### config.mk
export PLATFORM = sky130hd
export DESIGN_NAME = bfs_parent_tree_path
export DESIGN_NICKNAME = d
export VERILOG_FILES = /design/src/rtl/core/bfs_pkg.sv /design/src/rtl/core/bfs_parent_tree_path.sv /design/src/rtl/core/bfs_ram.sv
export SDC_FILE = /design/constraint.sdc
export NUM_CORES = 1
export LEC_CHECK = 0
export BUFFER_PORTS_ARGS = -buffer_cell sky130_fd_sc_hd__buf_4
export CORE_ASPECT_RATIO = 1.4
export CORE_MARGIN = 5
export CORE_UTILIZATION = 35
export CTS_CLUSTER_SIZE = 40
export DETAILED_ROUTE_END_ITERATION = 10
export MAX_ROUTING_LAYER = met4
export PLACE_DENSITY_LB_ADDON = 0.25
export SLEW_MARGIN = 20
export SYNTH_ARGS = -nofsm -noshare
export SYNTH_HDL_FRONTEND = slang
export SYNTH_SLANG_ARGS = --single-unit
### constraint.sdc
create_clock -name clk -period 9.5 [get_ports clk]
set_input_delay 0 -clock clk [delete_from_list [all_inputs] [get_ports clk]]
set_output_delay 0 -clock clk [all_outputs]
set_load 0.02 [all_outputs]
### src/rtl/core/bfs_pkg.sv
package bfs_pkg;

    localparam int unsigned FIELD_W = 4;
    localparam int unsigned PAR_W   = 5;

    typedef enum logic [1:0] {
        MODE_ADD    = 2'd0,
        MODE_CLEAR  = 2'd1,
        MODE_SEARCH = 2'd2,
        MODE_PATH   = 2'd3
    } mode_t;

    typedef enum logic [1:0] {
        ST_OK    = 2'd0,
        ST_FULL  = 2'd1,
        ST_NOPTH = 2'd2
    } status_t;

    typedef enum logic [3:0] {
        S_IDLE,
        S_ADD,
        S_SRCH_INIT,
        S_POP,
        S_POP_WAIT,
        S_EDGE_REQ,
        S_EDGE_WAIT,
        S_EMIT_PAR,
        S_WALK,
        S_WALK_CHK,
        S_EMIT_PATH,
        S_EMIT_ONE
    } fsm_t;

    localparam logic [PAR_W-1:0] PAR_NONE = '1;

endpackage

### src/rtl/core/bfs_parent_tree_path.sv
// channel | signals                           | direction
// input   | valid, stall, mode, from_node, to_node | in
// output  | out_valid, out_stall, status, node_id, parent_node, last | out
// after a transfer stall stays high through S_ADD and S_EMIT_ONE for add edge and through S_EMIT_ONE for clear graph
// a search holds it through queue pops and edge reads, one edge read at a time, then a parent emit per node
// a path query holds it while walking parents from to_node, then emits the path, or one result when no path is found
// reset clears counts, visited marks and parents at once (flip-flops), no clearing pass
// stall on the output holds the result and lengthens each emit step; input stall is high whenever busy
module bfs_parent_tree_path #(
    parameter int unsigned NODE_COUNT = 16,
    parameter int unsigned MAX_DEGREE = 8
) (
    input  logic                           clk,
    input  logic                           rst_n,
    input  logic                           valid,
    output logic                           stall,
    input  logic [1:0]                     mode,
    input  logic [bfs_pkg::FIELD_W-1:0]    from_node,
    input  logic [bfs_pkg::FIELD_W-1:0]    to_node,
    output logic                           out_valid,
    input  logic                           out_stall,
    output logic [1:0]                     status,
    output logic [bfs_pkg::FIELD_W-1:0]    node_id,
    output logic signed [bfs_pkg::PAR_W-1:0] parent_node,
    output logic                           last
);

    import bfs_pkg::*;

    localparam int unsigned NW = (NODE_COUNT > 1) ? $clog2(NODE_COUNT) : 1;
    localparam int unsigned DW = (MAX_DEGREE > 1) ? $clog2(MAX_DEGREE) : 1;
    localparam int unsigned CW = $clog2(MAX_DEGREE + 1);
    localparam int unsigned QW = $clog2(NODE_COUNT + 1);
    localparam int unsigned EW = NW + DW;

    fsm_t state_reg, state_next;

    logic [CW-1:0]    cnt_reg [NODE_COUNT];
    logic [NODE_COUNT-1:0] seen_reg;
    logic [PAR_W-1:0] par_reg [NODE_COUNT];
    logic [FIELD_W-1:0] src_reg;

    logic [1:0]         mode_reg;
    logic [FIELD_W-1:0] a_reg, b_reg;
    logic [QW-1:0]      head_reg, tail_reg;
    logic [NW-1:0]      node_reg;
    logic [CW-1:0]      e_reg;
    logic [QW-1:0]      len_reg;
    logic [QW-1:0]      idx_reg;
    logic [PAR_W-1:0]   cur_reg;
    logic [NW-1:0]      last_node_reg;
    logic               full_reg;

    logic               ov_reg;
    logic [1:0]         st_reg;
    logic [FIELD_W-1:0] nid_reg;
    logic [PAR_W-1:0]   pn_reg;
    logic               last_reg;

    logic               e_we, q_we, p_we;
    logic [EW-1:0]      e_waddr, e_raddr;
    logic [NW-1:0]      e_wdata, e_rdata;
    logic [NW-1:0]      q_waddr, q_raddr, q_wdata, q_rdata;
    logic [NW-1:0]      p_waddr, p_raddr, p_wdata, p_rdata;

    bfs_ram #(.WIDTH(NW), .DEPTH(NODE_COUNT * (1 << DW))) u_edge (
        .clk(clk), .we(e_we), .waddr(e_waddr), .wdata(e_wdata),
        .raddr(e_raddr), .rdata(e_rdata));
    bfs_ram #(.WIDTH(NW), .DEPTH(1 << NW)) u_queue (
        .clk(clk), .we(q_we), .waddr(q_waddr), .wdata(q_wdata),
        .raddr(q_raddr), .rdata(q_rdata));
    bfs_ram #(.WIDTH(NW), .DEPTH(1 << NW)) u_stack (
        .clk(clk), .we(p_we), .waddr(p_waddr), .wdata(p_wdata),
        .raddr(p_raddr), .rdata(p_rdata));

    logic out_free;
    logic out_load;
    logic a_ok, b_ok;
    logic [NW-1:0] a_i, b_i, nb_i, cur_i;
    logic nb_ok, cur_ok;
    logic path_ok;

    assign out_free = !ov_reg || !out_stall;
    assign out_load = out_free && ((state_reg == S_EMIT_PAR) || (state_reg == S_EMIT_ONE)
                      || (state_reg == S_EMIT_PATH && idx_reg != '0));
    assign a_ok  = {{(32-FIELD_W){1'b0}}, a_reg} < NODE_COUNT;
    assign b_ok  = {{(32-FIELD_W){1'b0}}, b_reg} < NODE_COUNT;
    assign a_i   = a_reg[NW-1:0];
    assign b_i   = b_reg[NW-1:0];
    assign nb_i  = e_rdata;
    assign nb_ok = {{(32-NW){1'b0}}, e_rdata} < NODE_COUNT;
    assign cur_i = cur_reg[NW-1:0];
    assign cur_ok = !cur_reg[PAR_W-1] || (NODE_COUNT > 16);
    assign path_ok = (cur_reg == PAR_NONE) && (len_reg != '0) && b_ok
                     && (FIELD_W'(last_node_reg) == src_reg);

    assign stall       = (state_reg != S_IDLE);
    assign out_valid   = ov_reg;
    assign status      = st_reg;
    assign node_id     = nid_reg;
    assign parent_node = pn_reg;
    assign last        = last_reg;

    assign e_we    = (state_reg == S_ADD) && a_ok && b_ok && (cnt_reg[a_i] < MAX_DEGREE);
    assign e_waddr = {a_i, cnt_reg[a_i][DW-1:0]};
    assign e_wdata = b_i;
    assign e_raddr = {node_reg, e_reg[DW-1:0]};

    always_comb
    begin
        q_we    = 1'b0;
        q_waddr = tail_reg[NW-1:0];
        q_wdata = a_i;
        q_raddr = head_reg[NW-1:0];
        p_we    = 1'b0;
        p_waddr = len_reg[NW-1:0];
        p_wdata = cur_i;
        p_raddr = len_reg[NW-1:0] - NW'(idx_reg) - NW'(out_free);
        if (state_reg == S_SRCH_INIT && a_ok)
        begin
            q_we    = 1'b1;
            q_waddr = '0;
        end
        if (state_reg == S_EDGE_WAIT && nb_ok && !seen_reg[nb_i] && tail_reg < NODE_COUNT)
        begin
            q_we    = 1'b1;
            q_wdata = nb_i;
        end
        if (state_reg == S_WALK && cur_ok && len_reg < NODE_COUNT)
        begin
            p_we = 1'b1;
        end
    end

    always_comb
    begin
        state_next = state_reg;
        unique case (state_reg)
            S_IDLE:
            begin
                if (valid)
                begin
                    unique case (mode_t'(mode))
                        MODE_ADD:    state_next = S_ADD;
                        MODE_CLEAR:  state_next = S_EMIT_ONE;
                        MODE_SEARCH: state_next = S_SRCH_INIT;
                        MODE_PATH:   state_next = S_WALK;
                    endcase
                end
            end
            S_ADD:       state_next = S_EMIT_ONE;
            S_SRCH_INIT: state_next = S_POP;
            S_POP:
            begin
                if (head_reg < tail_reg && head_reg < NODE_COUNT)
                    state_next = S_POP_WAIT;
                else
                    state_next = S_EMIT_PAR;
            end
            S_POP_WAIT:  state_next = S_EDGE_REQ;
            S_EDGE_REQ:
            begin
                if (e_reg < cnt_reg[node_reg])
                    state_next = S_EDGE_WAIT;
                else
                    state_next = S_POP;
            end
            S_EDGE_WAIT: state_next = S_EDGE_REQ;
            S_EMIT_PAR:
            begin
                if (out_free && idx_reg == QW'(NODE_COUNT - 1))
                    state_next = S_IDLE;
            end
            S_WALK:
            begin
                if (!b_ok || !cur_ok || len_reg >= NODE_COUNT)
                    state_next = S_WALK_CHK;
            end
            S_WALK_CHK:
            begin
                if (path_ok)
                    state_next = S_EMIT_PATH;
                else
                    state_next = S_EMIT_ONE;
            end
            S_EMIT_PATH:
            begin
                if (out_free && idx_reg == len_reg)
                    state_next = S_IDLE;
            end
            S_EMIT_ONE:
            begin
                if (out_free)
                    state_next = S_IDLE;
            end
            default:     state_next = S_IDLE;
        endcase
    end

    logic [NW-1:0] pop_node;
    assign pop_node = q_rdata;

    always_ff @(posedge clk or negedge rst_n)
    begin
        if (!rst_n)
        begin
            state_reg <= S_IDLE;
            seen_reg  <= '0;
            src_reg   <= '0;
            ov_reg    <= 1'b0;
            for (int i = 0; i < NODE_COUNT; i++)
            begin
                cnt_reg[i] <= '0;
                par_reg[i] <= PAR_NONE;
            end
        end
        else
        begin
            state_reg <= state_next;
            ov_reg    <= out_load || (ov_reg && out_stall);
            unique case (state_reg)
                S_IDLE:
                begin
                    mode_reg <= mode;
                    a_reg    <= from_node;
                    b_reg    <= to_node;
                    idx_reg  <= '0;
                    len_reg  <= '0;
                    cur_reg  <= {1'b0, to_node};
                    if (valid && mode_t'(mode) == MODE_CLEAR)
                    begin
                        for (int i = 0; i < NODE_COUNT; i++)
                            cnt_reg[i] <= '0;
                    end
                end
                S_ADD:
                begin
                    full_reg <= !e_we;
                    if (e_we)
                    begin
                        cnt_reg[a_i] <= cnt_reg[a_i] + 1'b1;
                    end
                end
                S_SRCH_INIT:
                begin
                    src_reg  <= a_reg;
                    head_reg <= '0;
                    for (int i = 0; i < NODE_COUNT; i++)
                        par_reg[i] <= PAR_NONE;
                    if (a_ok)
                    begin
                        seen_reg <= {{(NODE_COUNT-1){1'b0}}, 1'b1} << a_i;
                        tail_reg <= QW'(1);
                    end
                    else
                    begin
                        seen_reg <= '0;
                        tail_reg <= '0;
                    end
                end
                S_POP:
                begin
                    e_reg <= '0;
                    if (head_reg < tail_reg)
                        head_reg <= head_reg + 1'b1;
                end
                S_POP_WAIT:
                begin
                    node_reg <= pop_node;
                end
                S_EDGE_REQ: ;
                S_EDGE_WAIT:
                begin
                    e_reg <= e_reg + 1'b1;
                    if (q_we)
                    begin
                        seen_reg[nb_i] <= 1'b1;
                        par_reg[nb_i]  <= PAR_W'(node_reg);
                        tail_reg       <= tail_reg + 1'b1;
                    end
                end
                S_EMIT_PAR:
                begin
                    if (out_free)
                    begin
                        st_reg   <= ST_OK;
                        nid_reg  <= FIELD_W'(idx_reg);
                        pn_reg   <= par_reg[idx_reg[NW-1:0]];
                        last_reg <= (idx_reg == QW'(NODE_COUNT - 1));
                        idx_reg  <= idx_reg + 1'b1;
                    end
                end
                S_WALK:
                begin
                    if (b_ok && cur_ok && len_reg < NODE_COUNT)
                    begin
                        len_reg       <= len_reg + 1'b1;
                        last_node_reg <= cur_i;
                        cur_reg       <= par_reg[cur_i];
                    end
                end
                S_WALK_CHK:
                begin
                    if (!path_ok)
                        len_reg <= '0;
                    idx_reg <= '0;
                end
                S_EMIT_PATH:
                begin
                    if (out_free && idx_reg != len_reg)
                    begin
                        idx_reg <= idx_reg + 1'b1;
                    end
                    if (out_free && idx_reg != '0)
                    begin
                        st_reg   <= ST_OK;
                        nid_reg  <= FIELD_W'(p_rdata);
                        pn_reg   <= par_reg[p_rdata];
                        last_reg <= (idx_reg == len_reg);
                    end
                end
                S_EMIT_ONE:
                begin
                    if (out_free)
                    begin
                        last_reg <= 1'b1;
                        if (mode_t'(mode_reg) == MODE_ADD)
                        begin
                            st_reg  <= full_reg ? ST_FULL : ST_OK;
                            nid_reg <= a_reg;
                            pn_reg  <= '0;
                        end
                        else if (mode_t'(mode_reg) == MODE_CLEAR)
                        begin
                            st_reg  <= ST_OK;
                            nid_reg <= '0;
                            pn_reg  <= '0;
                        end
                        else
                        begin
                            st_reg  <= ST_NOPTH;
                            nid_reg <= b_reg;
                            pn_reg  <= PAR_NONE;
                        end
                    end
                end
                default: ;
            endcase
        end
    end

`ifndef ASSERT_OFF
    a_no_accept_busy: assert property (@(posedge clk) disable iff (!rst_n)
        (state_reg != S_IDLE) |-> stall)
        else $error("accepted while busy");
    a_tail_bound: assert property (@(posedge clk) disable iff (!rst_n)
        (state_reg == S_POP) |-> (head_reg <= tail_reg))
        else $error("queue head passed tail");
    a_out_hold: assert property (@(posedge clk) disable iff (!rst_n)
        (ov_reg && out_stall) |=> (ov_reg && $stable(nid_reg)))
        else $error("stalled transfer changed");
`endif

endmodule

### src/rtl/core/bfs_ram.sv
module bfs_ram #(
    parameter int unsigned WIDTH = 4,
    parameter int unsigned DEPTH = 16
) (
    input  logic                     clk,
    input  logic                     we,
    input  logic [$clog2(DEPTH)-1:0] waddr,
    input  logic [WIDTH-1:0]         wdata,
    input  logic [$clog2(DEPTH)-1:0] raddr,
    output logic [WIDTH-1:0]         rdata
);

    logic [WIDTH-1:0] mem [DEPTH];

    always_ff @(posedge clk)
    begin
        if (we)
        begin
            mem[waddr] <= wdata;
        end
        rdata <= mem[raddr];
    end

endmodule
==> results.md, run 1 <==
* PnR Total Power at 11.1 mW
* PostCTS Resize Cnt at 0
* Crit path cell chain: mux4_1 -> mux4_2 -> or3_4 -> or3_1 -> o31ai_1
* Post-DP HPWL at about 66000 microns
* Vias in the first global route at 22594
* Fin nets at 2412
* Initial core utilization at 35.3%
* Post-Synth Adder-Cell Area at 0.919%
* Port Buffers at 27
* Compound-Gate Fraction of Synth Area at around 4.4%
* Clock Path Buffers at 3
* Netlist Area Pre-Place at approximately 38000 sq um
* Simple-Gate Fraction of Synth Area at roughly 7.3%
* Top-Level Pins at 28
* Count leader, synth: edfxtp_1
* RSZ-0062 raised after global routing: false
* Startpoint class of the critical path: register
* Hold_ws at approximately 0.066 ns
* Final ANT Viol Nets at 0
* Max cap viols at 0
* First-pass GRT wire length at between 150000 and 200000 microns
* DRC viols at 0
* Synth cell count leaders: edfxtp_1, nor2_1, mux4_2
* Count of pins over their slew limit at 0
* Largest net degree at the start of global routing at 132
* Critical path type: reg2reg
* Sw Pwr at 3.48 mW
* Internal cell power at 7.65 mW
* Worst-path maximum fanout at 24
* Fmax at roughly 240 MHz
* Root buffer cell: clkbuf_16
* Number of flops mapped to enable cells by yosys at 700
* Synth async-reset ratio at a little under a fifth
* # fillers at ~10000
* CP peak stage delay at approximately 0.91 ns
* Peak supply drop at approximately 0.00019 V
* Setup_tns at 0 ns
* Post-Syn Area per Cell at 16.3 sq um
* Sequential share of power at 43.9%
* Net Sw Frac at a little under a third
* Yosys reg bits at between 800 and 900
* Total gr overflow at 0
* Post-Synth XOR/XNOR Area at less than 1%
* Slowest stage cell, crit path: dfxtp_1
* Layout area overhead at 12.8%
* WL/cell at 25.8 microns
* Clock transition at the registers of the reported paths at about 0.07 ns
* Fin crit period at ~4 ns
* Layout cell share with drive strength beyond 1 at approximately a quarter
* DRT Wirelength at ~100000 microns
* Main synth FF type: edfxtp_1
* Clk network pwr share at a little under a third
* Vias per cell at ~5.5
* Post-Synthesis Net Count at 2392
* Initial antenna violation count at 0
* Clk_lat worst skew at approximately 0.69 ns
* Combinational power share at ~24%
* H-tree levels at 3
* Largest family of logic cells by synthesized area: multiplexers
* GPL Wtd Cong at 0.862
* Die W at 290 microns
* Worst slew pin tran at 1.13 ns
* Initial DRC count at 1884
* Via count at 21250
* Tcrit/Tclk final at between 40% and 50%
* Worst Path Required at between 9 and 10 ns
* Cell taking the most area after synthesis: edfxtp_1
* FP Rows at roughly 140
* Synth Instances at ~2400
* CP Capture Type: register
* Design area at 43300 sq um
* First-pass DRT Iterations at 7
* CORE AREA at 109000 sq um
* Outcome: finished, final reports clean
* Synth top area share at around 55%
* Sequential area share after synthesis at 66.6%
* CTS buffer count at between 80 and 90
* Placed cell areas at about 40000 sq um
* Worst slew margin at 24.7%
* Arr. time, crit path at roughly 4.4 ns
* Hold Vio Cnt, Final at 0
* Synth unique cells at 64
* Max reg flops at between 500 and 600
* Ranking of synthesized cells by area: edfxtp_1, mux4_2, dfrtp_1, dfstp_2, nor2_1
* Final setup viols at 0
* Hold Crit Class: in2reg
* Static Leak at between 10 and 15 nW
* YS warnings at 0
* Total setup buffers inserted after CTS at 0
* Skew final at between 0.04 and 0.05 ns
* Post-synthesis mux area share at a little under a fifth
* PwrDens at between 200 and 300 nW/um^2
* Tot GR Track Use at between 10% and 20%
* Die Area at 117000 sq um
* Clk sinks at just under 900
* CTS tree: done
* Die Ht at between 400 and 500 microns
-- cells in the final DEF (no fill, tap or decap), types with 28 or more instances in the layout --
| cell type | n |
|---|---|
| edfxtp_1 | 700 |
| nor2_1 | 313 |
| mux4_2 | 274 |
| nand2_1 | 95 |
| clkbuf_16 | 90 |
| dfrtp_1 | 89 |
| a21oi_1 | 85 |
| dfstp_2 | 80 |
| nand3_1 | 76 |
| o21ai_0 | 71 |
| buf_4 | 66 |
| mux2i_1 | 45 |
| nor3_1 | 32 |
| mux2_2 | 29 |
| inv_1 | 28 |
-- power by group through the flow --
stage	logic (mW)	registers (mW)	clock network (mW)
2_1_floorplan	1.91	4.89	0
3_3_place_gp	2.67	4.96	0
3_5_place_dp	2.70	4.97	0
4_1_cts	2.72	4.89	3.64
5_1_grt	2.90	4.92	3.81
6_report	2.69	4.89	3.55
-- logic make-up (layout without fill, tap and decap cells) --
kind of cell	after synthesis	after routing
other	0	2
AOI/OAI and AO/OA	263	263
and+or+nand+nor	618	618
xor gates and xnor gates	27	27
muxes	350	350
adders and majority gates	27	27
buffers and inverters	185	279
DFF	881	881
-- per-stage QoR --
step / worst slack, ns / utilization (%) / cells
2_1_floorplan: 5.78 / - / 2351
3_3_place_gp: 5.50 / 36.9 / 3713
3_5_place_dp: 5.38 / 36.9 / 3713
4_1_cts: 5.37 / 39.8 / 3894
5_1_grt: 5.29 / 39.8 / 3895
6_report: 5.41 / 39.8 / 3897
-- timing repair --
| item | in CTS | in global routing |
|---|---|---|
| endpoints found under the setup margin | 0 | 0 |
| hold buffers | 17 | 0 |
| endpoints found under the hold margin | 82 | 0 |
-- final cells by class --
type / count / area, sq um / area share (%)
clock buffers: 112 / 2410 / 5.56
clock inverters: 52 / 537 / 1.24
flip-flops and latches: 881 / 25600 / 59.1
repair buffers: 87 / 732 / 1.69
well taps: 1450 / 1810 / 4.19
multi-input cells: 1285 / 12100 / 28.0
diodes: 2 / 5.00 / 0.0116
inverters: 28 / 105 / 0.243
-- critical path: cells and delay by family, from the launching register on --
family	cells	cell delay (ns)
compound gates	1	0.65
flops	1	0.91
mux	2	1.17
simple gates	2	0.96
-- per-layer routing --
metal | GRT usage, % | wire [microns]
met1 | 20.0 | 37600
met5 | - | 0
met3 | 2.71 | 4700
met2 | 31.5 | 54400
met4 | 6.18 | 3810
-- worst paths after layout --
path | start | endpoint | slack [ns] | cells after the start
worst min register to register | u_queue.rdata[1]$_DFF_P_ | node_reg[1]$_DFFE_PP_ | 0.40 | 0
worst max register to register | u_edge.rdata[0]$_DFF_P_ | u_queue.mem[0][2]$_DFFE_PP_ | 5.41 | 5
worst min-delay path | mode[1] | mode_reg[1]$_DFFE_PP_ | 0.07 | 2
worst max-delay path | u_edge.rdata[0]$_DFF_P_ | u_queue.mem[0][2]$_DFFE_PP_ | 5.41 | 5
max in group asynchronous | rst_n | cnt_reg[59]$_DFFE_PN0P_ | 7.59 | 4
min in group asynchronous | rst_n | par_reg[43]$_DFFE_PN1P_ | 0.22 | 2
No activity file was read; power rests on OpenSTA's default activity.
==> inputs of run 2 (changes only) <==
clock period = 3.9 ns   (was 9.5 ns; I/O delays follow)
==> run 2 against run 1 <==
  * Largest power group unchanged
  * Largest cell class unchanged
  * Highest routed layer unchanged
  * Power is 150% higher
  * Fmax is 14% higher
  * Combinational power grew to 2.5 times the previous value
  * Final cell count is 1.6% higher
  * Non-clock buffer count is 71 higher
  * Via count is 0.69% higher
==> results.md, run 2 (synthesis results as in run 1) <==
* Outcome: finished, final reports clean
* Layout cell share with drive strength beyond 1 at 27.7%
* Worst slew margin at a little under two fifths
* Clock transition at the registers of the reported paths at ~0.070 ns
* Initial antenna violation count at 0
* Tcrit/Tclk final at roughly 90%
* CORE AREA at 109000 sq um
* Placed cell areas at 40800 sq um
* Root buffer cell: clkbuf_16
* Worst Path Required at 4.18 ns
* Initial core utilization at roughly a third
* Combinational power share at 24.6%
* Die Ht at roughly 400 microns
* Net Sw Frac at between 30 and 40%
* # fillers at 9969
* First-pass GRT wire length at roughly 150000 microns
* WL/cell at 25.5 microns
* H-tree levels at 3
* Clk sinks at ~880
* Static Leak at between 10 and 15 nW
* Critical path type: reg2reg
* Startpoint class of the critical path: register
* Crit path cell chain: mux4_1 -> mux4_2 -> or3_4 -> inv_1 -> nand3_1 -> nor3_1
* GPL Wtd Cong at 0.869
* Vias in the first global route at 22911
* CP top delay family: simple AND/OR/NAND/NOR gates
* Max cap viols at 0
* CTS Hold Buffers Added at 13
* Final setup viols at 0
* DRC viols at 0
* Sequential share of power at a little over two fifths
* Arr. time, crit path at just under 4 ns
* CP peak stage delay at just over 0.7 ns
* Hold Vio Cnt, Final at 0
* Final ANT Viol Nets at 0
* Top-Level Pins at 28
* Via count at between 20000 and 25000
* Largest net degree at the start of global routing at 130
* Area of the multi-input gates at 12100 sq um
* PwrDens at 629 nW/um^2
* Fin crit period at between 3 and 4 ns
* Hold Crit Class: in2async
* Clock Path Buffers at 3
* Layout Utilization at a little over 40%
* Port Buffers at 27
* Storage cell area at roughly 26000 sq um
* Slowest stage cell, crit path: dfxtp_1
* Vias per cell at 5.40
* Crit path buffers/inverters at 1
* Worst slew pin tran at roughly 0.94 ns
* Fin nets at ~2500
* CTS buffer count at 87
* Total setup buffers inserted after CTS at 0
* Skew final at between 0.03 and 0.04 ns
* Internal cell power at between 15 and 20 mW
* Clk_lat worst skew at 0.67 ns
* Post-DP HPWL at 69500 microns
* Peak supply drop at about 0.00040 V
* Design area at 44000 sq um
* Layout area overhead at 14.7%
* DRT Wirelength at around 100000 microns
* Initial DRC count at between 1500 and 2000
* Sw Pwr at about 8.4 mW
* Clk network pwr share at about a third
* Setup_tns at 0 ns
* Commonest non-fill, non-tap cell in the layout: edfxtp_1
* RSZ-0062 raised after global routing: false
* Total gr overflow at 0
* Tot GR Track Use at 17.6%
* Max reg flops at 512
* PostCTS Resize Cnt at 0
* Die Area at ~120000 sq um
* CP Capture Type: register
* Fmax at between 200 and 300 MHz
* Commonest non-fill, non-tap cells in the layout: edfxtp_1, nor2_1, mux4_2
* First-pass DRT Iterations at 5
* CTS tree: done
* Worst-path maximum fanout at 24
* Count of pins over their slew limit at 0
* Die W at around 290 microns
* FP Rows at ~140
run 2: cell count changes in the layout (fill, tap and decap cells not counted), moves of 4 or more:
cell / delta
clkinv_2: -9
buf_12: +9
buf_4: +66
dlygate4sd3_1: -4
bufinv_16: +8
clkbuf_8: -5
run 2: worst paths after layout:
kind	from	end	slack, ns	depth (start not counted)
worst max-delay path	u_edge.rdata[0]$_DFF_P_	u_queue.mem[1][2]$_DFFE_PP_	0.29	6
worst min-delay path	rst_n	par_reg[10]$_DFFE_PN1P_	0.05	2
worst max register to register	u_edge.rdata[0]$_DFF_P_	u_queue.mem[1][2]$_DFFE_PP_	0.29	6
worst min register to register	u_queue.rdata[3]$_DFF_P_	node_reg[3]$_DFFE_PP_	0.40	0
max in group asynchronous	rst_n	src_reg[0]$_DFFE_PN0P_	2.59	3
min in group clk	from_node[3]	a_i[3]$_DFFE_PP_	0.06	2
run 2: routing by layer:
layer,share of wire [%],wire (microns),up-vias,GRT usage [%]
met1,37,36900,11175,19.4
met4,4.1,4150,0,6.83
met3,4.0,4000,213,2.37
met2,55,56000,631,32.3
li1,-,-,9378,-
met5,0,0,-,-
run 2: power groups by stage:
stage | Combinational [mW] | Clock (mW) | Sequential, mW
after CTS | 6.93 | 9.22 | 11.9
after global routing | 7.32 | 9.58 | 12.0
after detailed placement | 6.89 | 0 | 12.1
final | 6.81 | 8.99 | 11.9
after global placement | 6.81 | 0 | 12.0
after floorplan | 4.65 | 0 | 11.9
run 2: area by class of cell:
| type | count | area share (%) |
|---|---|---|
| Clock inverter | 52 | 1.59 |
| Multi-Input combinational cell | 1285 | 27.4 |
| Clock buffer | 106 | 5.39 |
| Inverter | 28 | 0.239 |
| Sequential cell | 881 | 58.1 |
| Tap cell | 1450 | 4.12 |
| Timing Repair Buffer | 158 | 3.10 |
| Antenna cell | 1 | 0.00568 |
run 2: through the flow:
stage	cells	hold WS (ns)	power [mW]	setup WS, ns
2_1_floorplan	2351	-0.296	16.6	0.184
3_3_place_gp	3789	-0.0434	18.9	0.315
3_5_place_dp	3789	-0.0367	19.0	0.335
4_1_cts	3960	0.00702	28.0	0.268
5_1_grt	3960	0.0471	28.9	0.115
6_report	3961	0.0506	27.7	0.293
run 2: worst register-to-register path, cell delays in order, from the launching register on:
cell and delay [ns]:
dfxtp_1 0.72, mux4_1 0.64, mux4_2 0.46, or3_4 0.51, inv_1 0.20, nand3_1 0.19, nor3_1 0.50
